`src/hw/rtl/flow_record_aggregator_defines.svh`:
```
// assertion macros used by the flow aggregator controller
`ifndef FLOW_RECORD_AGGREGATOR_DEFINES_SVH
`define FLOW_RECORD_AGGREGATOR_DEFINES_SVH

// implication checked on every clock edge outside reset
`define FRA_ASSERT_IMP(label, clk, rst_n, ante, cons) \
  label: assert property (@(posedge clk) disable iff (!rst_n) (ante) |-> (cons)) \
    else $error("assertion failed");

// implication checked in the cycle after the antecedent
`define FRA_ASSERT_NEXT(label, clk, rst_n, ante, cons) \
  label: assert property (@(posedge clk) disable iff (!rst_n) (ante) |=> (cons)) \
    else $error("assertion failed");

`endif

```
`src/hw/rtl/fra_pkg.sv`:
```
// package for the flow record aggregator: widths, types and state codes
`default_nettype none
package fra_pkg;
  localparam int unsigned TableEntriesDefault = 256;
  localparam int unsigned KeyW = 240;
  localparam int unsigned CntW = 64;

  typedef logic [KeyW-1:0] key_t;

  typedef enum logic [2:0] {
    StIdle,
    StRead,
    StCmp,
    StWrite,
    StOut
  } fra_state_e;

  // controller to datapath
  typedef struct packed {
    logic load;
    logic clr_idx;
    logic inc_idx;
    logic do_hit;
    logic do_new;
    logic do_drop;
    logic out_load;
    logic out_clear;
  } fra_cmd_t;

  // datapath to controller
  typedef struct packed {
    logic match;
    logic at_end;
    logic full;
  } fra_stat_t;

  function automatic logic [CntW-1:0] sat_add(input logic [CntW-1:0] a,
                                              input logic [CntW-1:0] b);
    logic [CntW:0] s;
    s = {1'b0, a} + {1'b0, b};
    return s[CntW] ? {CntW{1'b1}} : s[CntW-1:0];
  endfunction
endpackage
`default_nettype wire

```
`src/hw/rtl/fra_ctrl.sv`:
```
// controller: search, update or append (or drop when full), then hand out the result item
`default_nettype none
`include "flow_record_aggregator_defines.svh"
module fra_ctrl import fra_pkg::*; (
  input  wire        clk_i,
  input  wire        rst_ni,
  input  wire        in_valid_i,
  output logic       in_ready_o,
  output logic       out_valid_o,
  input  wire        out_ready_i,
  input  fra_stat_t  stat_i,
  output fra_cmd_t   cmd_o
);
  fra_state_e state_q, state_d;

  // state register
  always_ff @(posedge clk_i or negedge rst_ni) begin
    if (!rst_ni) state_q <= StIdle;
    else state_q <= state_d;
  end

  // next state and commands
  always_comb begin
    state_d     = state_q;
    cmd_o       = '0;
    in_ready_o  = 1'b0;
    out_valid_o = 1'b0;
    case (state_q)
      StIdle: begin
        in_ready_o = 1'b1;
        if (in_valid_i) begin
          cmd_o.load    = 1'b1;
          cmd_o.clr_idx = 1'b1;
          state_d       = StRead;
        end
      end
      StRead: begin
        if (stat_i.at_end) begin
          cmd_o.out_load = 1'b1;
          if (stat_i.full) cmd_o.do_drop = 1'b1;
          else cmd_o.do_new = 1'b1;
          state_d = StOut;
        end else begin
          state_d = StCmp;
        end
      end
      StCmp: begin
        if (stat_i.match) begin
          cmd_o.do_hit   = 1'b1;
          cmd_o.out_load = 1'b1;
          state_d        = StOut;
        end else begin
          cmd_o.inc_idx = 1'b1;
          state_d       = StRead;
        end
      end
      StOut: begin
        out_valid_o = 1'b1;
        if (out_ready_i) state_d = StIdle;
      end
      default: state_d = StIdle;
    endcase
  end

  `FRA_ASSERT_IMP(a_one_update, clk_i, rst_ni, 1'b1, $countones({cmd_o.do_hit, cmd_o.do_new, cmd_o.do_drop}) <= 1)
  `FRA_ASSERT_NEXT(a_result_follows, clk_i, rst_ni, cmd_o.out_load, out_valid_o)
  `FRA_ASSERT_IMP(a_no_accept_busy, clk_i, rst_ni, out_valid_o, !in_ready_o)
endmodule
`default_nettype wire
```
`config.mk`:
```
export PLATFORM = sky130hd
export DESIGN_NAME = fra_ctrl
export DESIGN_NICKNAME = d
export VERILOG_FILES = /design/src/hw/rtl/fra_pkg.sv /design/src/hw/rtl/fra_ctrl.sv
export VERILOG_INCLUDE_DIRS = /design/src /design/src/hw/rtl
export SDC_FILE = /design/constraint.sdc
export NUM_CORES = 1
export LEC_CHECK = 0
export BUFFER_PORTS_ARGS = -buffer_cell sky130_fd_sc_hd__buf_2
export CORE_AREA = 2 2 39 41
export CTS_BUF_LIST = sky130_fd_sc_hd__clkbuf_8
export DETAILED_ROUTE_END_ITERATION = 7
export DIE_AREA = 0 0 41 43
export GPL_ROUTABILITY_DRIVEN = 0
export SYNTH_ARGS = -nofsm -noshare
export SYNTH_HDL_FRONTEND = slang
export SYNTH_SLANG_ARGS = --single-unit
```
`constraint.sdc`:
```
create_clock -name clk_i -period 1.2 [get_ports clk_i]
set_input_delay 0.06 -clock clk_i [delete_from_list [all_inputs] [get_ports clk_i]]
set_output_delay 0.06 -clock clk_i [all_outputs]
set_load 0.02 [all_outputs]
```
### Word level (Yosys, flattened, before mapping)

Cells that the tools add are included.

* logic and storage cells: 25
* input bits: 7
* output and inout bits: 10
* bits in registers: 3

* multiplexer cells: 17
* reduce and logical (&&, ||, !) cells: 2
* equal/unequal tests: 5

Operators by type and width (count)
* 3-bit two-way mux: 5
* 3-bit one-hot mux with 4 select lines: 1
* 2-bit two-way mux: 4
* 1-bit two-way mux: 6
* 2-bit != test (second input constant): 2
* 3-bit by 1-bit == test with 1-bit output (second input constant): 1
* 3-bit by 2-bit == test with 1-bit output (second input constant): 1
* 3-bit == test (second input constant): 1
* 3-bit logical NOT: 1
* 1-bit one-hot mux with 2 select lines: 1
* 2-bit AND reduction: 1

### Longest topological paths before layout

Gate-level depths: netlist (run 1).

* depth in word-level cells: 3
* mapped depth: 4
* depth with buffers taken out: 2

### Least setup slack after synthesis (run 1)

Ideal clock, no wire load.

* path type: reg2out
* start: register state_q[0]
* end: output port cmd_o[7] (netlist bit)
* slack: -0.426 ns
* path buffers: 2
* data arrival time: 1.566 ns
* stages on the path, launching flop included: 5
* cell sequence: dfrtp_1 buf_4 nor3_1 and2_1 buf_4

RTL lines
* start: declaration: line fra_ctrl.sv:14 `fra_state_e state_q, state_d;`
* start signal: assignment: line fra_ctrl.sv:18 `if (!rst_ni) state_q <= StIdle;`
* start signal: assignment: line fra_ctrl.sv:19 `else state_q <= state_d;`
* end: declaration: line fra_ctrl.sv:12 `output fra_cmd_t cmd_o`

==> metrics.txt, run 1 <==
status complete, but fails checks; failing checks negative setup slack; Logic pwr share 63.7%; final setup fails 9; net switching power between 400 and 500 µW; Fin. Hold Viols 0; Synth Cell Area approximately 230 µm²; Layout Utilization a little over a third; Worst EP arrival 1.23 ns; Residual DRC 0; pin count of the biggest net entering global routing 6; FP Rows 14; Crit path largest cell delay 0.41 ns; fin. max-slew vios 0; max-cap viol count 0; Overflow after GRT 0; Max FO, Critical Path 4; area growth from synthesis to layout 110%; Antenna Nets Post-Route 0; CP required about 1.1 ns; CTS buffer count 3; CTS tree built; post-DP HPWL approximately 470 µm; clock root cell clkbuf_8; post-synthesis cell count 25; slowest cell on the critical path dfrtp_1; GRT Total Usage between 10% and 20%; sequential fraction of the synthesis area between 30 and 40%; syn nets 32; clock slew at reported path FFs 0.03 ns; Hold Crit Class input port to flip-flop; most flop-heavy register state_q; most common cell after layout, fill and taps aside buf_6; Regs by FF count state_q (3); Initial Util between 15 and 20%; htree depth 1; IO buf count 15; Crit Path Category flip-flop to primary output; drt pass-1 iters 1; Sw Ratio a little over a third; Setup Skew 0.000406 ns; placed cells 55; drt wl/cell 10.9 µm; mean post-synth cell area roughly 9.4 µm²; P_int between 800 and 900 µW; TritonCTS Sinks 3; Die Wd between 40 and 50 µm; Core Area 1380 µm²; Top Ports 17; Startpoint Class flip-flop; die height approximately 43 µm; first-pass GRT wire length 1180 µm; die area between 1500 and 2000 µm²; initial antenna violation count 0; worst path cell trace buf_6 -> nand3b_1 -> a21oi_2 -> buf_4; Vias about 260; Critical Path End Type primary output; Tmin final between 1 and 1.5 ns; share of layout cells above drive strength 1 between 70% and 80%; total power ~1300 µW; Seq pwr share between 10 and 15%; NumNets Final 56; fin crit share 107%; fmax 0.778 GHz; RSZ-0062 raised after global routing true; vias in the first global route 270; library cells used by synthesis 15; final worst-path setup slack -0.0861 ns; DRT iter0 DRCs 0; final non-filler cell total 64; clock power share a little over a fifth; register bit total from synthesis 3; leak pwr 0.000233 µW; commonest cells after routing, fill and taps aside 9 x buf_6, 7 x buf_2, 6 x buf_4; clk buf depth 2; clk_lat worst skew 0.21 ns; Peak VDD IR a little under 0.001 V; final WL between 600 and 700 µm; max reg flops 3; Cell Pwr Density around 2700 nW/µm²; via/cell ratio 4.13; Ys Warns 0; Inserted Diodes 0
critical path, delay by kind of cell (launching register included):
kind	cells	cell delay, ns
buffers and inverters	2	0.29
AOI/OAI and AO/OA	1	0.15
and+or+nand+nor	1	0.17
DFF	1	0.41
per-stage QoR:
step	setup WS [ns]	instance area, µm²	hold WS [ns]	setup TNS, ns
after detailed placement	0.00667	337	-0.139	0
after global routing	-0.138	490	0.0663	-0.985
final	-0.0861	490	0.0380	-0.523
after CTS	-0.0738	458	0.0384	-0.482
after global placement	0.0470	337	-0.140	0
after floorplan	-0.0204	253	-0.236	-0.0287
layout make-up:
type	count	area, µm²
timing repair buffer	23	191
clock buffer	3	41.3
tap	16	20.0
multi-input combinational	18	156
sequential	3	77.6
fill	147	893
clock inverter	1	3.75
per-layer routing:
layer	share of wire, %	global-route usage, %	wire length (µm)
met1	41	12.9	284
met2	50	14.1	346
met3	7.6	1.57	53
met4	1.4	8.00	10
met5	0	0	0
power by group through the flow:
stage,Sequential (µW),Combinational [µW],Clock [µW]
3_5_place_dp,208,560,0
3_3_place_gp,203,552,0
6_report,198,847,285
2_1_floorplan,188,433,0
5_1_grt,207,918,299
4_1_cts,194,738,290
cells in the mapped netlist:
cell / count / area [µm²]
buf_4: 4 / 30.0
dfrtp_1: 3 / 75.1
and2_1: 2 / 12.5
nand2b_1: 2 / 12.5
nand3b_1: 2 / 15.0
nor3_1: 2 / 10.0
nor4b_1: 2 / 17.5
a211oi_1: 1 / 7.51
a21oi_1: 1 / 5.00
and4bb_1: 1 / 12.5
and4bb_2: 1 / 12.5
conb_1: 1 / 3.75
nor2b_1: 1 / 6.26
nor3b_1: 1 / 7.51
or3_1: 1 / 6.26
repair_timing:
action / in CTS / in global routing
gates resized for setup: 14 / 8
endpoints found under the hold margin: 3 / 0
hold buffers: 1 / 0
setup endpoints to repair: 8 / 10
setup buffers: 3 / 1
pin swaps: 3 / 2
cells by family (layout without fill, tap and decap cells):
logic type             count (synthesis)  after routing  synth area share [%]
DFF                                    3              3                  32.1
buffers and inverters                  4             27                  12.8
other                                  1              1                  1.60
and+or+nand+nor                       15             15                  48.1
AOI/OAI and AO/OA                      2              2                  5.35
final timing paths:
| path | from | to | slack (ns) | cells past startpoint |
|---|---|---|---|---|
| max | state_q[0]$_DFFE_PN0P_ | cmd_o[1] | -0.09 | 4 |
| min | stat_i[1] | state_q[1]$_DFFE_PN0P_ | 0.04 | 2 |
| max reg2reg | state_q[1]$_DFFE_PN0P_ | state_q[2]$_DFFE_PN0P_ | -0.08 | 3 |
| min reg2reg | state_q[2]$_DFFE_PN0P_ | state_q[1]$_DFFE_PN0P_ | 0.60 | 2 |
| max in group asynchronous | rst_ni | state_q[2]$_DFFE_PN0P_ | 0.91 | 2 |
| min in group asynchronous | rst_ni | state_q[0]$_DFFE_PN0P_ | 0.18 | 2 |
Power figures use the tool's default switching activity.
==> run 2: changes to the inputs <==
Settings changed: CORE_AREA 2 2 39 41 to 5 5 42 44, DIE_AREA 0 0 41 43 to 0 0 47 49.
Clock period 1.2 ns to 1.1 ns, I/O delays scaled along.
==> run 2 against run 1 <==
Net effect: the run still ends with negative setup slack left; design area increased by 1.5%; core utilization increased by 0.093 points; combinational power increased by 4.8%; clock skew increased by 0.0041 ns.
==> metrics.txt, run 2 (synthesis results as in run 1) <==
htree depth 1; NumNets Final 57; fin. max-slew vios 0; Crit Path Category flip-flop to primary output; Startpoint Class flip-flop; via/cell ratio ~4.3; pin count of the biggest net entering global routing 8; die area 2300 µm²; WHS approximately 0.038 ns; Max FO, Critical Path 4; Inserted Diodes 0; final WL around 840 µm; TritonCTS Sinks 3; area growth from synthesis to layout 113%; failing checks negative setup slack; Crit path largest cell delay about 0.42 ns; clock slew at reported path FFs approximately 0.030 ns; Core Area between 1000 and 1500 µm²; Regs by FF count state_q (3); Tmin final 1.29 ns; leak pwr between 0.0002 and 0.00025 µW; net switching power 533 µW; commonest cells after routing, fill and taps aside 9 x buf_6, 8 x buf_2, 6 x buf_4; Peak VDD IR 0.000958 V; Sw Ratio between 30 and 40%; max-cap viol count 0; clock root cell clkbuf_8; first-pass GRT wire length 1160 µm; Vias 280; Hold Crit Class input port to flip-flop; vias in the first global route between 200 and 300; Logic pwr share a little over three fifths; final non-filler cell total 65; Setup Skew around 0.0045 ns; drt wl/cell approximately 13 µm; drt pass-1 iters 3; status complete, but fails checks; Critical Path End Type primary output; Cell Pwr Density about 2900 nW/µm²; Residual DRC 0; Die Wd 47 µm; Seq pwr share between 10% and 20%; worst path cell trace buf_4 -> nand3b_1 -> a21oi_1 -> buf_4; initial antenna violation count 0; DRT iter0 DRCs 3; clk_lat worst skew between 0.2 and 0.25 ns; Fin. Hold Viols 0; clk buf depth 2; share of layout cells above drive strength 1 between 60% and 70%; fin crit share 117%; Antenna Nets Post-Route 0; CP required between 1 and 1.5 ns; Worst EP arrival 1.23 ns; max reg flops 3; IO buf count 15; most flop-heavy register state_q; P_int slightly below 900 µW; Initial Util around 17%; CTS buffer count 3; FP Rows 14; fmax approximately 0.78 GHz; final setup fails 10; die height 49 µm; slowest cell on the critical path dfrtp_1; final worst-path setup slack -0.190 ns; most common cell after layout, fill and taps aside buf_6; RSZ-0062 raised after global routing true; CTS tree built; crit-path most repeated cell buf_4; fillcell total roughly 170; clock power share 22.1%; Overflow after GRT 0; Top Ports 17; post-DP HPWL 545 µm; placed cells 55; GRT Total Usage between 7 and 8%
## run 2: metal layers
layer	wire length (µm)	global-route usage, %	vias to the layer above
met5	0	0	-
met4	34	11.1	0
met3	49	2.21	2
met2	374	8.82	15
met1	381	9.05	128
li1	-	-	135
## run 2: cell type report
class / instances / area [µm²] / area share (%)
repair buffers: 24 / 196 / 39.4
clock buffers: 3 / 41.3 / 8.29
multi-input cells: 18 / 160 / 32.2
well taps: 16 / 20.0 / 4.02
flip-flops and latches: 3 / 76.3 / 15.3
clock inverters: 1 / 3.75 / 0.754
## run 2: critical path: cells and delay by family, from the launching register on
family,cells,cell delay (ns)
simple gates,1,0.14
compound gates,1,0.14
flops,1,0.42
buf+inv,2,0.31
## run 2: power groups by stage
stage | registers (µW) | clock network (µW) | logic (µW)
after CTS | 212 | 322 | 840
after detailed placement | 212 | 0 | 628
after global routing | 223 | 330 | 935
after floorplan | 205 | 0 | 476
final | 219 | 313 | 888
after global placement | 210 | 0 | 621
## run 2: final timing paths
path / depth (start not counted) / to / startpoint / slack (ns)
worst max register to register: 3 / state_q[2]$_DFFE_PN0P_ / state_q[1]$_DFFE_PN0P_ / -0.15
min in group asynchronous: 2 / state_q[0]$_DFFE_PN0P_ / rst_ni / 0.17
worst min register to register: 2 / state_q[0]$_DFFE_PN0P_ / state_q[0]$_DFFE_PN0P_ / 0.63
worst max-delay path: 4 / cmd_o[1] / state_q[1]$_DFFE_PN0P_ / -0.19
max in group asynchronous: 2 / state_q[2]$_DFFE_PN0P_ / rst_ni / 0.80
worst min-delay path: 2 / state_q[1]$_DFFE_PN0P_ / stat_i[1] / 0.04
## run 2: per-stage QoR
stage | total power [µW] | instance area [µm²] | setup slack (ns) | setup TNS [ns] | util [%]
final | 1420 | 498 | -0.190 | -1.56 | 35.5
after global routing | 1490 | 498 | -0.236 | -2.00 | 35.5
after CTS | 1370 | 482 | -0.173 | -1.45 | 34.4
after detailed placement | 840 | 339 | -0.0496 | -0.0556 | 24.2
after global placement | 831 | 339 | -0.0279 | -0.0279 | 24.2
after floorplan | 681 | 255 | -0.121 | -0.239 | -
## run 2: what timing repair did
action | CTS | global route
resized for setup | 16 | 3
setup endpoints to repair | 10 | 11
hold endpoints to repair | 3 | 0
setup buffers | 4 | 1
pin swaps | 3 | 4
hold buffers | 1 | 0
==> run 3: changes to the inputs <==
Settings changed: SKIP_CTS_REPAIR_TIMING set to 1, TNS_END_PERCENT set to 50.
==> run 3 against run 2 <==
Net effect: the flow still finishes with violations (negative setup slack); worst setup slack better by 0.0063 ns; critical path depth is 1 lower; power decreased by 4.3%; sequential share of layout area increased by 0.95 points; cell count is 3.1% lower; critical path type unchanged; largest power group unchanged.
==> metrics.txt, run 3 (synthesis results as in run 1) <==
die area approximately 2300 µm²; Core Area about 1400 µm²; reg2reg start state_q[1]$_DFFE_PN0P_; Layout Utilization approximately a third; total power between 1000 and 1500 µW; failing checks negative setup slack; leak pwr 0.000224 µW; status complete, but fails checks; Setup Skew roughly 0.0032 ns; RSZ-0062 raised after global routing true; Residual DRC 0; area of the multi-input gates 156 µm²; post-DP HPWL about 500 µm; final WL 681 µm; Worst EP arrival 1.23 ns; via/cell ratio approximately 4.4; reg2reg path depth 2; Antenna Nets Post-Route 0; Peak VDD IR about 0.0011 V; Fin Setup TNS -1.23 ns; share of layout cells above drive strength 1 between 70% and 80%; clock slew at reported path FFs roughly 0.03 ns; TritonCTS Sinks 3; Initial Util between 10% and 20%; vias in the first global route ~240; Register Area 77.6 µm²; first-pass GRT wire length around 990 µm; area growth from synthesis to layout 104%; clk_lat worst skew around 0.21 ns; Reg2Reg Capture Point state_q[2]$_DFFE_PN0P_; CP startpoint state_q[1]$_DFFE_PN0P_; clk buf depth 2; Die Wd around 47 µm; R2R Setup Slk -0.05 ns; Cell Pwr Density approximately 2900 nW/µm²; final worst-path setup slack -0.184 ns; pin count of the biggest net entering global routing 6; Hold Crit Class input port to flip-flop; drt wl/cell around 11 µm; Critical Path End Type primary output; Fin. Hold Viols 0; most flop-heavy register state_q; Max FO, Critical Path 5; Overflow after GRT 0; fmax ~0.8 GHz; Vias roughly 280; Inserted Diodes 0; die height 49 µm; Regs by FF count state_q (3); Tmin final 1.28 ns; NumNets Final 55; critical path endpoint cmd_o[3]; drt pass-1 iters 1; WHS about 0.031 ns; max reg flops 3; final setup fails 10; IO buf count 15; htree depth 1; fin crit share 117%; dpl ws -0.0357 ns; max-cap viol count 0; GRT Total Usage between 6 and 7%; initial antenna violation count 0; FP Rows 14; DRT iter0 DRCs 0; CP required ~1.0 ns; fin. max-slew vios 0; CTS buffer count 3; Top Ports 17; clock root cell clkbuf_8; CTS tree built; Crit Path Category flip-flop to primary output; Startpoint Class flip-flop; commonest cells after routing, fill and taps aside 8 x buf_2, 8 x buf_6, 5 x buf_4; fillcell total approximately 150
run 3: cell types whose count changed in the layout (fill, tap and decap cells not counted):
cell,delta
a21oi_1,-1
dfrtp_1,-1
a21oi_2,+1
nand2b_1,+1
buf_4,-1
dfrtp_2,+1
buf_6,-1
nand2b_4,-1
run 3: worst min-delay path by stage:
stage               slack, ns                      to       from  cells after the start
detailed placement      -0.15  state_q[0]$_DFFE_PN0P_     rst_ni                      1
global placement        -0.14  state_q[0]$_DFFE_PN0P_     rst_ni                      1
finish                   0.03  state_q[1]$_DFFE_PN0P_  stat_i[1]                      2
global route             0.04  state_q[1]$_DFFE_PN0P_  stat_i[1]                      2
CTS                     -0.37  state_q[0]$_DFFE_PN0P_     rst_ni                      1
floorplan               -0.24  state_q[0]$_DFFE_PN0P_     rst_ni                      0
run 3: through the flow:
step | std cells | area [µm²]
final | 63 | 477
after global placement | 58 | 359
after detailed placement | 58 | 359
after global routing | 63 | 477
after floorplan | 25 | 253
after CTS | 62 | 404
run 3: area by class of cell:
class,instances,area share [%]
timing repair buffer,22,37.3
clock buffer,3,8.66
clock inverter,1,0.787
tap,16,4.20
sequential,3,16.3
multi-input combinational,18,32.8
run 3: worst max-delay path, stage by stage, from the launching register on:
cell	delay [ns]
dfrtp_2	0.43
and4bb_2	0.33
nor2b_4	0.15
buf_6	0.12
run 3: power breakdown:
part           total [µW]  switching (µW)  leakage, µW  internal [µW]
logic                 832             372     0.000161            460
clock network         302            65.2    0.0000269            237
registers             225            62.0    0.0000365            163
total                1360             500     0.000224            859
run 3: per-layer routing:
layer | share of wire (%) | global-route usage [%] | up-vias
li1 | - | - | 132
met1 | 41 | 8.19 | 127
met2 | 45 | 6.56 | 17
met3 | 13 | 4.80 | 0
met4 | 0 | 5.53 | 0
met5 | 0 | 0 | -
